File: src/rtl/core/vag_pkg.sv
// shared types, constants and coefficient tables for the vag adpcm decoder
package vag_pkg;

  localparam int FRAC_BITS_DEF   = 16;
  localparam int QUEUE_DEPTH_DEF = 4;

  localparam int HIST_W  = 40;
  localparam int COEF_W  = 8;
  localparam int PROD_W  = HIST_W + COEF_W;
  localparam int SUM_W   = PROD_W + 2;
  localparam int SAMP_W  = 16;
  localparam int SKIP_W  = 12;
  localparam int POS_W   = 4;
  localparam int PRED_W  = 3;
  localparam int SHIFT_W = 4;
  localparam int PRED_SCALE_SH = 6;

  localparam logic [SKIP_W-1:0] HEADER_SKIP_RESET = 12'd64;
  localparam logic [7:0]        END_FLAGS         = 8'h07;
  localparam logic [3:0]        PRED_MAX          = 4'd4;

  typedef enum logic {
    CMD_DATA = 1'b0,
    CMD_END  = 1'b1
  } cmd_kind_t;

  typedef struct packed {
    cmd_kind_t            kind;
    logic [PRED_W-1:0]    pred;
    logic [SHIFT_W-1:0]   shift;
    logic [7:0]           data;
  } vag_cmd_t;

  // weight on history_one, in units of 1/64
  function automatic logic signed [COEF_W-1:0] coef_a(input logic [PRED_W-1:0] idx);
    logic signed [COEF_W-1:0] c;
    case (idx)
      3'd1:    c = 8'sd60;
      3'd2:    c = 8'sd115;
      3'd3:    c = 8'sd98;
      3'd4:    c = 8'sd122;
      default: c = 8'sd0;
    endcase
    return c;
  endfunction

  // weight on history_two, in units of 1/64
  function automatic logic signed [COEF_W-1:0] coef_b(input logic [PRED_W-1:0] idx);
    logic signed [COEF_W-1:0] c;
    case (idx)
      3'd2:    c = -8'sd52;
      3'd3:    c = -8'sd55;
      3'd4:    c = -8'sd60;
      default: c = 8'sd0;
    endcase
    return c;
  endfunction

endpackage

File: src/rtl/core/vag_adpcm_decoder_top.sv
// top level of the vag adpcm stream decoder
// Decodes a VAG (SPU ADPCM) byte stream into 16-bit PCM. A byte flagged by
// s_tuser starts a stream: the next header_skip bytes (that one included) are
// dropped, then 16-byte blocks follow (predictor/shift byte, flags byte,
// 14 data bytes). Each data byte yields two samples, low nibble first, the
// second one with m_tlast set. A flags byte of 7 yields one zero sample with
// m_tlast and m_tuser set and mutes the stream until the next flagged byte.
// Rate: a data byte occupies the sample datapath one nibble per cycle while the
// output is not stalled, because each sample's prediction needs the history
// written by the sample before it; header, skipped and ordinary flags bytes
// stay at the parser. Bytes are taken every cycle while the command queue has
// room, so the parser runs ahead of the datapath. A data byte passes through
// the command queue, stage a and the output register to its first sample.
// The filter history survives stream restarts and is cleared only by rst.
// header_skip resets to 64 and may be written through cfg while idle; it
// takes effect at the next flagged byte.
module vag_adpcm_decoder_top
  import vag_pkg::*;
#(
  parameter int FRAC_BITS   = FRAC_BITS_DEF,   // fraction bits of the history, 6 to 24
  parameter int QUEUE_DEPTH = QUEUE_DEPTH_DEF  // command queue entries, at least 2
) (
  input  logic              clk,
  input  logic              rst,
  // configuration write: header_skip
  input  logic              cfg_valid,
  output logic              cfg_ready,
  input  logic [SKIP_W-1:0] cfg_data,     // [11:0] header_skip
  // encoded byte stream
  input  logic              s_tvalid,
  output logic              s_tready,
  input  logic [7:0]        s_tdata,      // [7:0] data_byte
  input  logic              s_tuser,      // [0] first_byte
  // decoded samples
  output logic              m_tvalid,
  input  logic              m_tready,
  output logic [SAMP_W-1:0] m_tdata,      // [15:0] sample
  output logic              m_tlast,      // last sample of a byte or end marker
  output logic              m_tuser       // [0] end_of_stream
);

  logic     q_full, q_push, q_pop, q_valid, in_fire;
  vag_cmd_t q_wr, q_rd;

  // config is always accepted; cfg_ready is tied high
  assign cfg_ready = 1'b1;

  // the queue decouples the parser from the datapath stall
  assign s_tready = !q_full;
  assign in_fire  = s_tvalid && s_tready;

  vag_front u_front (
    .clk      (clk),
    .rst      (rst),
    .cfg_valid(cfg_valid),
    .cfg_data (cfg_data),
    .in_fire  (in_fire),
    .in_byte  (s_tdata),
    .in_first (s_tuser),
    .push     (q_push),
    .cmd      (q_wr)
  );

  vag_fifo #(
    .DEPTH(QUEUE_DEPTH)
  ) u_fifo (
    .clk     (clk),
    .rst     (rst),
    .push    (q_push),
    .wr_cmd  (q_wr),
    .full    (q_full),
    .pop     (q_pop),
    .rd_valid(q_valid),
    .rd_cmd  (q_rd)
  );

  // one sample per transfer out of the output register
  vag_back #(
    .FRAC_BITS(FRAC_BITS)
  ) u_back (
    .clk     (clk),
    .rst     (rst),
    .q_valid (q_valid),
    .q_cmd   (q_rd),
    .q_pop   (q_pop),
    .m_tvalid(m_tvalid),
    .m_tready(m_tready),
    .m_tdata (m_tdata),
    .m_tlast (m_tlast),
    .m_tuser (m_tuser)
  );

endmodule

File: src/rtl/core/vag_front.sv
// byte parser: header skip, block position tracking and command generation
module vag_front
  import vag_pkg::*;
(
  input  logic              clk,
  input  logic              rst,
  input  logic              cfg_valid,
  input  logic [SKIP_W-1:0] cfg_data,
  input  logic              in_fire,
  input  logic [7:0]        in_byte,
  input  logic              in_first,
  output logic              push,
  output vag_cmd_t          cmd
);

  localparam logic [POS_W-1:0] POS_HEADER = 4'd0;
  localparam logic [POS_W-1:0] POS_FLAGS  = 4'd1;
  localparam logic [POS_W-1:0] POS_DATA0  = 4'd2;

  logic [SKIP_W-1:0]  header_skip;
  logic [SKIP_W-1:0]  skip_count, skip_count_next;
  logic [POS_W-1:0]   block_pos, block_pos_next;
  logic [PRED_W-1:0]  pred_idx, pred_idx_next;
  logic [SHIFT_W-1:0] shift_amt, shift_amt_next;
  logic               ended, ended_next;

  logic [SKIP_W-1:0]  eff_skip;
  logic [POS_W-1:0]   eff_pos;
  logic               eff_ended;

  always_comb begin
    eff_skip  = in_first ? header_skip : skip_count;
    eff_pos   = in_first ? POS_HEADER : block_pos;
    eff_ended = in_first ? 1'b0 : ended;

    skip_count_next = eff_skip;
    block_pos_next  = eff_pos;
    pred_idx_next   = pred_idx;
    shift_amt_next  = shift_amt;
    ended_next      = eff_ended;
    push            = 1'b0;
    cmd.kind        = CMD_DATA;
    cmd.pred        = pred_idx;
    cmd.shift       = shift_amt;
    cmd.data        = in_byte;

    if (!eff_ended) begin
      if (eff_skip != '0) begin
        skip_count_next = eff_skip - 1'b1;
      end else begin
        case (eff_pos)
          POS_HEADER: begin
            pred_idx_next  = (in_byte[7:4] <= PRED_MAX) ? in_byte[6:4] : '0;
            shift_amt_next = in_byte[3:0];
            block_pos_next = POS_FLAGS;
          end
          POS_FLAGS: begin
            if (in_byte == END_FLAGS) begin
              ended_next     = 1'b1;
              block_pos_next = POS_HEADER;
              push           = in_fire;
              cmd.kind       = CMD_END;
            end else begin
              block_pos_next = POS_DATA0;
            end
          end
          default: begin
            push           = in_fire;
            block_pos_next = eff_pos + 1'b1;
          end
        endcase
      end
    end
  end

  always_ff @(posedge clk) begin
    if (rst) begin
      header_skip <= HEADER_SKIP_RESET;
      skip_count  <= '0;
      block_pos   <= POS_HEADER;
      pred_idx    <= '0;
      shift_amt   <= '0;
      ended       <= 1'b0;
    end else begin
      if (cfg_valid) begin
        header_skip <= cfg_data;
      end
      if (in_fire) begin
        skip_count <= skip_count_next;
        block_pos  <= block_pos_next;
        pred_idx   <= pred_idx_next;
        shift_amt  <= shift_amt_next;
        ended      <= ended_next;
      end
    end
  end

endmodule

File: src/rtl/core/vag_fifo.sv
// small command queue between the parser and the sample datapath
module vag_fifo
  import vag_pkg::*;
#(
  parameter int DEPTH = QUEUE_DEPTH_DEF
) (
  input  logic     clk,
  input  logic     rst,
  input  logic     push,
  input  vag_cmd_t wr_cmd,
  output logic     full,
  input  logic     pop,
  output logic     rd_valid,
  output vag_cmd_t rd_cmd
);

  localparam int AW = (DEPTH > 1) ? $clog2(DEPTH) : 1;
  localparam int CW = $clog2(DEPTH + 1);
  localparam logic [AW-1:0] LAST_SLOT = AW'(DEPTH - 1);

  vag_cmd_t        mem [DEPTH];
  logic [AW-1:0]   wr_ptr, rd_ptr;
  logic [CW-1:0]   count;

  assign full     = (count == CW'(DEPTH));
  assign rd_valid = (count != '0);
  assign rd_cmd   = mem[rd_ptr];

  always_ff @(posedge clk) begin
    if (push) begin
      mem[wr_ptr] <= wr_cmd;
    end
  end

  always_ff @(posedge clk) begin
    if (rst) begin
      wr_ptr <= '0;
      rd_ptr <= '0;
      count  <= '0;
    end else begin
      if (push) begin
        wr_ptr <= (wr_ptr == LAST_SLOT) ? '0 : wr_ptr + 1'b1;
      end
      if (pop) begin
        rd_ptr <= (rd_ptr == LAST_SLOT) ? '0 : rd_ptr + 1'b1;
      end
      case ({push, pop})
        2'b10:   count <= count + 1'b1;
        2'b01:   count <= count - 1'b1;
        default: count <= count;
      endcase
    end
  end

endmodule

File: src/rtl/core/vag_back.sv
// sample datapath: predictor, history, rounding and output register
module vag_back
  import vag_pkg::*;
#(
  parameter int FRAC_BITS = FRAC_BITS_DEF
) (
  input  logic              clk,
  input  logic              rst,
  input  logic              q_valid,
  input  vag_cmd_t          q_cmd,
  output logic              q_pop,
  output logic              m_tvalid,
  input  logic              m_tready,
  output logic [SAMP_W-1:0] m_tdata,
  output logic              m_tlast,
  output logic              m_tuser
);

  localparam int RND_W = HIST_W + 1;
  localparam logic signed [RND_W-1:0] HALF = RND_W'(1) <<< (FRAC_BITS - 1);

  logic signed [HIST_W-1:0] hist_one, hist_two;
  logic                     nib_hi;

  // stage a: new history value waiting for rounding
  logic                     a_valid;
  logic signed [HIST_W-1:0] a_val;
  logic                     a_last;
  logic                     a_eos;

  logic b_adv, a_adv, fire, is_end;

  logic [3:0]               nib;
  logic signed [SAMP_W-1:0] scaled, raw16;
  logic signed [COEF_W-1:0] ca, cb;
  logic signed [PROD_W-1:0] prod_a, prod_b;
  logic signed [SUM_W-1:0]  pred_sum, pred_sh, raw_ext, total;
  logic signed [HIST_W-1:0] sat_val;
  logic                     fits;

  logic signed [RND_W-1:0]  rnd;
  logic signed [RND_W-1:0]  rnd_q;
  logic                     rnd_adj;
  logic [SAMP_W-1:0]        rnd_samp;

  assign b_adv  = !m_tvalid || m_tready;
  assign a_adv  = !a_valid || b_adv;
  assign fire   = q_valid && a_adv;
  assign is_end = (q_cmd.kind == CMD_END);
  assign q_pop  = fire && (is_end || nib_hi);

  always_comb begin
    nib      = nib_hi ? q_cmd.data[7:4] : q_cmd.data[3:0];
    scaled   = {nib, 12'h000};
    raw16    = scaled >>> q_cmd.shift;
    ca       = coef_a(q_cmd.pred);
    cb       = coef_b(q_cmd.pred);
    prod_a   = PROD_W'(hist_one) * PROD_W'(ca);
    prod_b   = PROD_W'(hist_two) * PROD_W'(cb);
    pred_sum = SUM_W'(prod_a) + SUM_W'(prod_b);
    pred_sh  = pred_sum >>> PRED_SCALE_SH;
    raw_ext  = SUM_W'(raw16) <<< FRAC_BITS;
    total    = raw_ext + pred_sh;
    fits     = (total[SUM_W-1:HIST_W-1] == '0) || (total[SUM_W-1:HIST_W-1] == '1);
    if (fits) begin
      sat_val = total[HIST_W-1:0];
    end else if (total[SUM_W-1]) begin
      sat_val = {1'b1, {(HIST_W-1){1'b0}}};
    end else begin
      sat_val = {1'b0, {(HIST_W-1){1'b1}}};
    end
  end

  // add one half, then truncate toward zero
  always_comb begin
    rnd      = RND_W'(a_val) + HALF;
    rnd_q    = rnd >>> FRAC_BITS;
    rnd_adj  = rnd[RND_W-1] && (rnd[FRAC_BITS-1:0] != '0);
    rnd_samp = rnd_q[SAMP_W-1:0] + SAMP_W'(rnd_adj);
  end

  always_ff @(posedge clk) begin
    if (rst) begin
      hist_one <= '0;
      hist_two <= '0;
      nib_hi   <= 1'b0;
      a_valid  <= 1'b0;
      m_tvalid <= 1'b0;
    end else begin
      if (b_adv) begin
        m_tvalid <= a_valid;
      end
      if (fire) begin
        a_valid <= 1'b1;
        if (!is_end) begin
          hist_two <= hist_one;
          hist_one <= sat_val;
          nib_hi   <= !nib_hi;
        end
      end else if (b_adv) begin
        a_valid <= 1'b0;
      end
    end
  end

  always_ff @(posedge clk) begin
    if (fire) begin
      a_val  <= is_end ? '0 : sat_val;
      a_last <= is_end || nib_hi;
      a_eos  <= is_end;
    end
    if (b_adv && a_valid) begin
      m_tdata <= rnd_samp;
      m_tlast <= a_last;
      m_tuser <= a_eos;
    end
  end

endmodule

File: config.mk
export PLATFORM = sky130hd
export DESIGN_NAME = vag_adpcm_decoder_top
export DESIGN_NICKNAME = d
export VERILOG_FILES = /design/src/rtl/core/vag_pkg.sv /design/src/rtl/core/vag_adpcm_decoder_top.sv /design/src/rtl/core/vag_front.sv /design/src/rtl/core/vag_fifo.sv /design/src/rtl/core/vag_back.sv
export SDC_FILE = /design/constraint.sdc
export NUM_CORES = 2
export LEC_CHECK = 0
export ABC_AREA = 1
export BUFFER_PORTS_ARGS = -buffer_cell sky130_fd_sc_hd__buf_2
export CORE_MARGIN = 2
export CORE_UTILIZATION = 35
export DETAILED_ROUTE_END_ITERATION = 6
export HOLD_SLACK_MARGIN = 0.1
export PLACE_DENSITY_LB_ADDON = 0.3
export SYNTH_ARGS = -nofsm -noshare
export SYNTH_HDL_FRONTEND = slang
export SYNTH_SLANG_ARGS = --single-unit
File: constraint.sdc
create_clock -name clk -period 9.2 [get_ports clk]
set_input_delay 2.3 -clock clk [delete_from_list [all_inputs] [get_ports clk]]
set_output_delay 2.3 -clock clk [all_outputs]
set_load 0.03 [all_outputs]
==> results.md <==
* Critical Setup Path Class: reg -> reg
* Max Slew Vio Count at 0
* Layout area overhead at 16.5%
* Yosys warns at 0
* Tmin final at 8910 ps
* Worst-Margin Slew at 1050 ps
* CP max FO at 14
* Yosys cell types at 61
* Setup_tns at 0 ps
* Gate count of the mapped netlist at 3,833
* Hold Vio Cnt, Final at 0
* GPL Wtd Cong at 0.954
* Post-synthesis register bit count at 252
* Setup slack, reg-to-reg at 290 ps
* Clk buf depth at 3
* Multi-input gate area at 21,600 µm²
* Routed Antenna Nets at 0
* Syn Std Cell Area at 30,800 µm²
* Core Area at 87,000 µm²
* Final WL at 84,600 µm
* Num rows at 108
* Worst Path Required at 9490 ps
* Arrival @ worst endpoint at 9200 ps
* # DRC at 0
* Most frequent cell on the critical path: inv_1
* Dpl hpwl at 68,000 µm
* Slew headroom at 0.297
* Top cells by count, synth: inv_1, nor2_1, nand2_1, fa_1, ha_1
* Die Height at 301 µm
* Remaining Overflow, GRT at 0
* Routed wire length per instance at 16.3 µm
* Worst vdd ir at 0.0993 mV
* Min-delay worst type: reg -> reg
* First-pass GRT wire length at 135,000 µm
* Clk Tree Root Cell: clkbuf_16
* Worst setup EP type: register
* Worst-skew pair later-pin latency at 570 ps
* Top FF cell, synth: dfxtp_1
* Top-area cell type share of the netlist area at 0.275
* Worst path max stage delay at 530 ps
* Initial antenna violation count at 1
* PwrDens at 73.1 nW/µm²
* CTS tree: yes
* Syn nets at 4,549
* Initial Util at 0.354
* Max Cap Viol at 0
* Ratio of cells with drive above 1 in the final layout at 0.134
* EDFF count, synth at 124
* Reg clk slew, reported paths at 60 ps
* Gr usage total at 0.188
* Initial drt markers at 1,818
* H-tree depth at 2
* Synth top area cells: fa_1, edfxtp_1, inv_1, ha_1, dfxtp_1
* Worst path slowest cell: fa_1
* Vias in the first global route at 24,900
* Crit-path leading delay family: adder cells
* Final layout net count at 4,729
* Startpoint types: register
* Most common cell in the synthesized netlist: inv_1
* Die Area at 90,400 µm²
* Final Worst Setup Slack at 287 ps
* CTS buffer count at 34
* Crit share post-route at 0.969
* Total number of vias at 24,900
* Outcome: completed
* Syn_area_per_cell at 8.03 µm²
* Register area at 6290 µm²
* Clock Skew at 11.8 ps
* Filler Cell Count at 8,878
* Yosys top cell by area: fa_1
* Post-cts hold buffer count at 0
* N_diodes at 0
* CTS Sinks at 252
* IO buf count at 45
* Async S/R FF share, synth at 0
* Leakage power total at 17.1 nW
* Register area share after synthesis at 0.204
* Critical path buffer and inverter count at 16
* Top achievable clock speed at 0.112 GHz
* Pre-CTS setup slack at -215 ps
* Largest net degree at the start of global routing at 73
* DR pass1 iterations at 5
* Io pins at 47
* Vias/cell at 4.78
* Die Wd at 301 µm
* Final number of setup-violating endpoints at 0
[sequential cells by signal, summed over array words and instances (netlist names), 2 cells and up, named ones only]
name and cells:
u_fifo.count 3, u_front.skip_count 12, u_front.shift_amt 4, u_back.m_tdata 16
u_back.a_val 40, u_fifo.wr_ptr 2, u_front.header_skip 12, u_back.hist_one 40
u_fifo.mem 64, u_fifo.rd_ptr 2, u_front.block_pos 4, u_front.pred_idx 3
u_back.hist_two 40
[placed cells by master, fill, tap and decap left out, drive strengths merged, types with 110 or more instances in the layout]
cell      n
inv     909
nor2    577
nand2   559
fa      423
ha      267
a21oi   247
buf     241
o21ai   164
dfxtp   128
edfxtp  124
nand3   110
[final timing paths]
path / start / end / cells after the start
worst max-delay path: register / u_back.a_val[38] / 47
worst min-delay path: u_back.a_eos / u_back.m_tuser / 0
worst max register to register: register / u_back.a_val[38] / 47
worst min register to register: u_back.a_eos / u_back.m_tuser / 0
[layer usage]
metal  global-route usage  part of all wire  up-vias
li1                     -                 -    12100
met1                0.259              0.46    12100
met2                0.316              0.48      575
met3               0.0187             0.042      132
met4               0.0498             0.025        0
met5                    0                 0        -
[power breakdown]
part           switching [mW]  internal [mW]  leakage, nW
Sequential            0.00486           1.18         2.16
Clock                   0.570          0.773        0.533
Combinational          0.0643         0.0318         14.4
Total                   0.639           1.98         17.1
[stage by stage]
step           power, mW  cell area, µm²  instances  hold WS (ps)  utilization
2_1_floorplan       1.27           30800       3833           400            -
3_3_place_gp        1.30           33300       5087           406        0.383
3_5_place_dp        1.30           33300       5087           411        0.383
4_1_cts             2.66           34400       5152           425        0.396
5_1_grt             2.71           35900       5194           440        0.412
6_report            2.62           35900       5194           422        0.412
[cell families after synthesis]
group	share of synthesized area
mux	0.00130
simple gates	0.172
fa+ha+maj	0.384
xor+xnor	0.0292
other cells	0.000122
flops	0.204
buf+inv	0.127
compound gates	0.0819
[timing repair]
item	4_1_cts	5_1_grt
pin swaps	2	60
setup endpoints to repair	78	80
setup buffers	3	37
resized for setup	7	239
hold endpoints to repair	0	0
cloned	0	5
[cell type report]
| class | instances | area share |
|---|---|---|
| repair buffers | 245 | 0.0556 |
| flip-flops and latches | 252 | 0.175 |
| multi-input cells | 2571 | 0.602 |
| well taps | 1155 | 0.0403 |
| clock inverters | 19 | 0.00551 |
| inverters | 909 | 0.0956 |
| clock buffers | 43 | 0.0255 |
(Power assumes the default switching activity.)
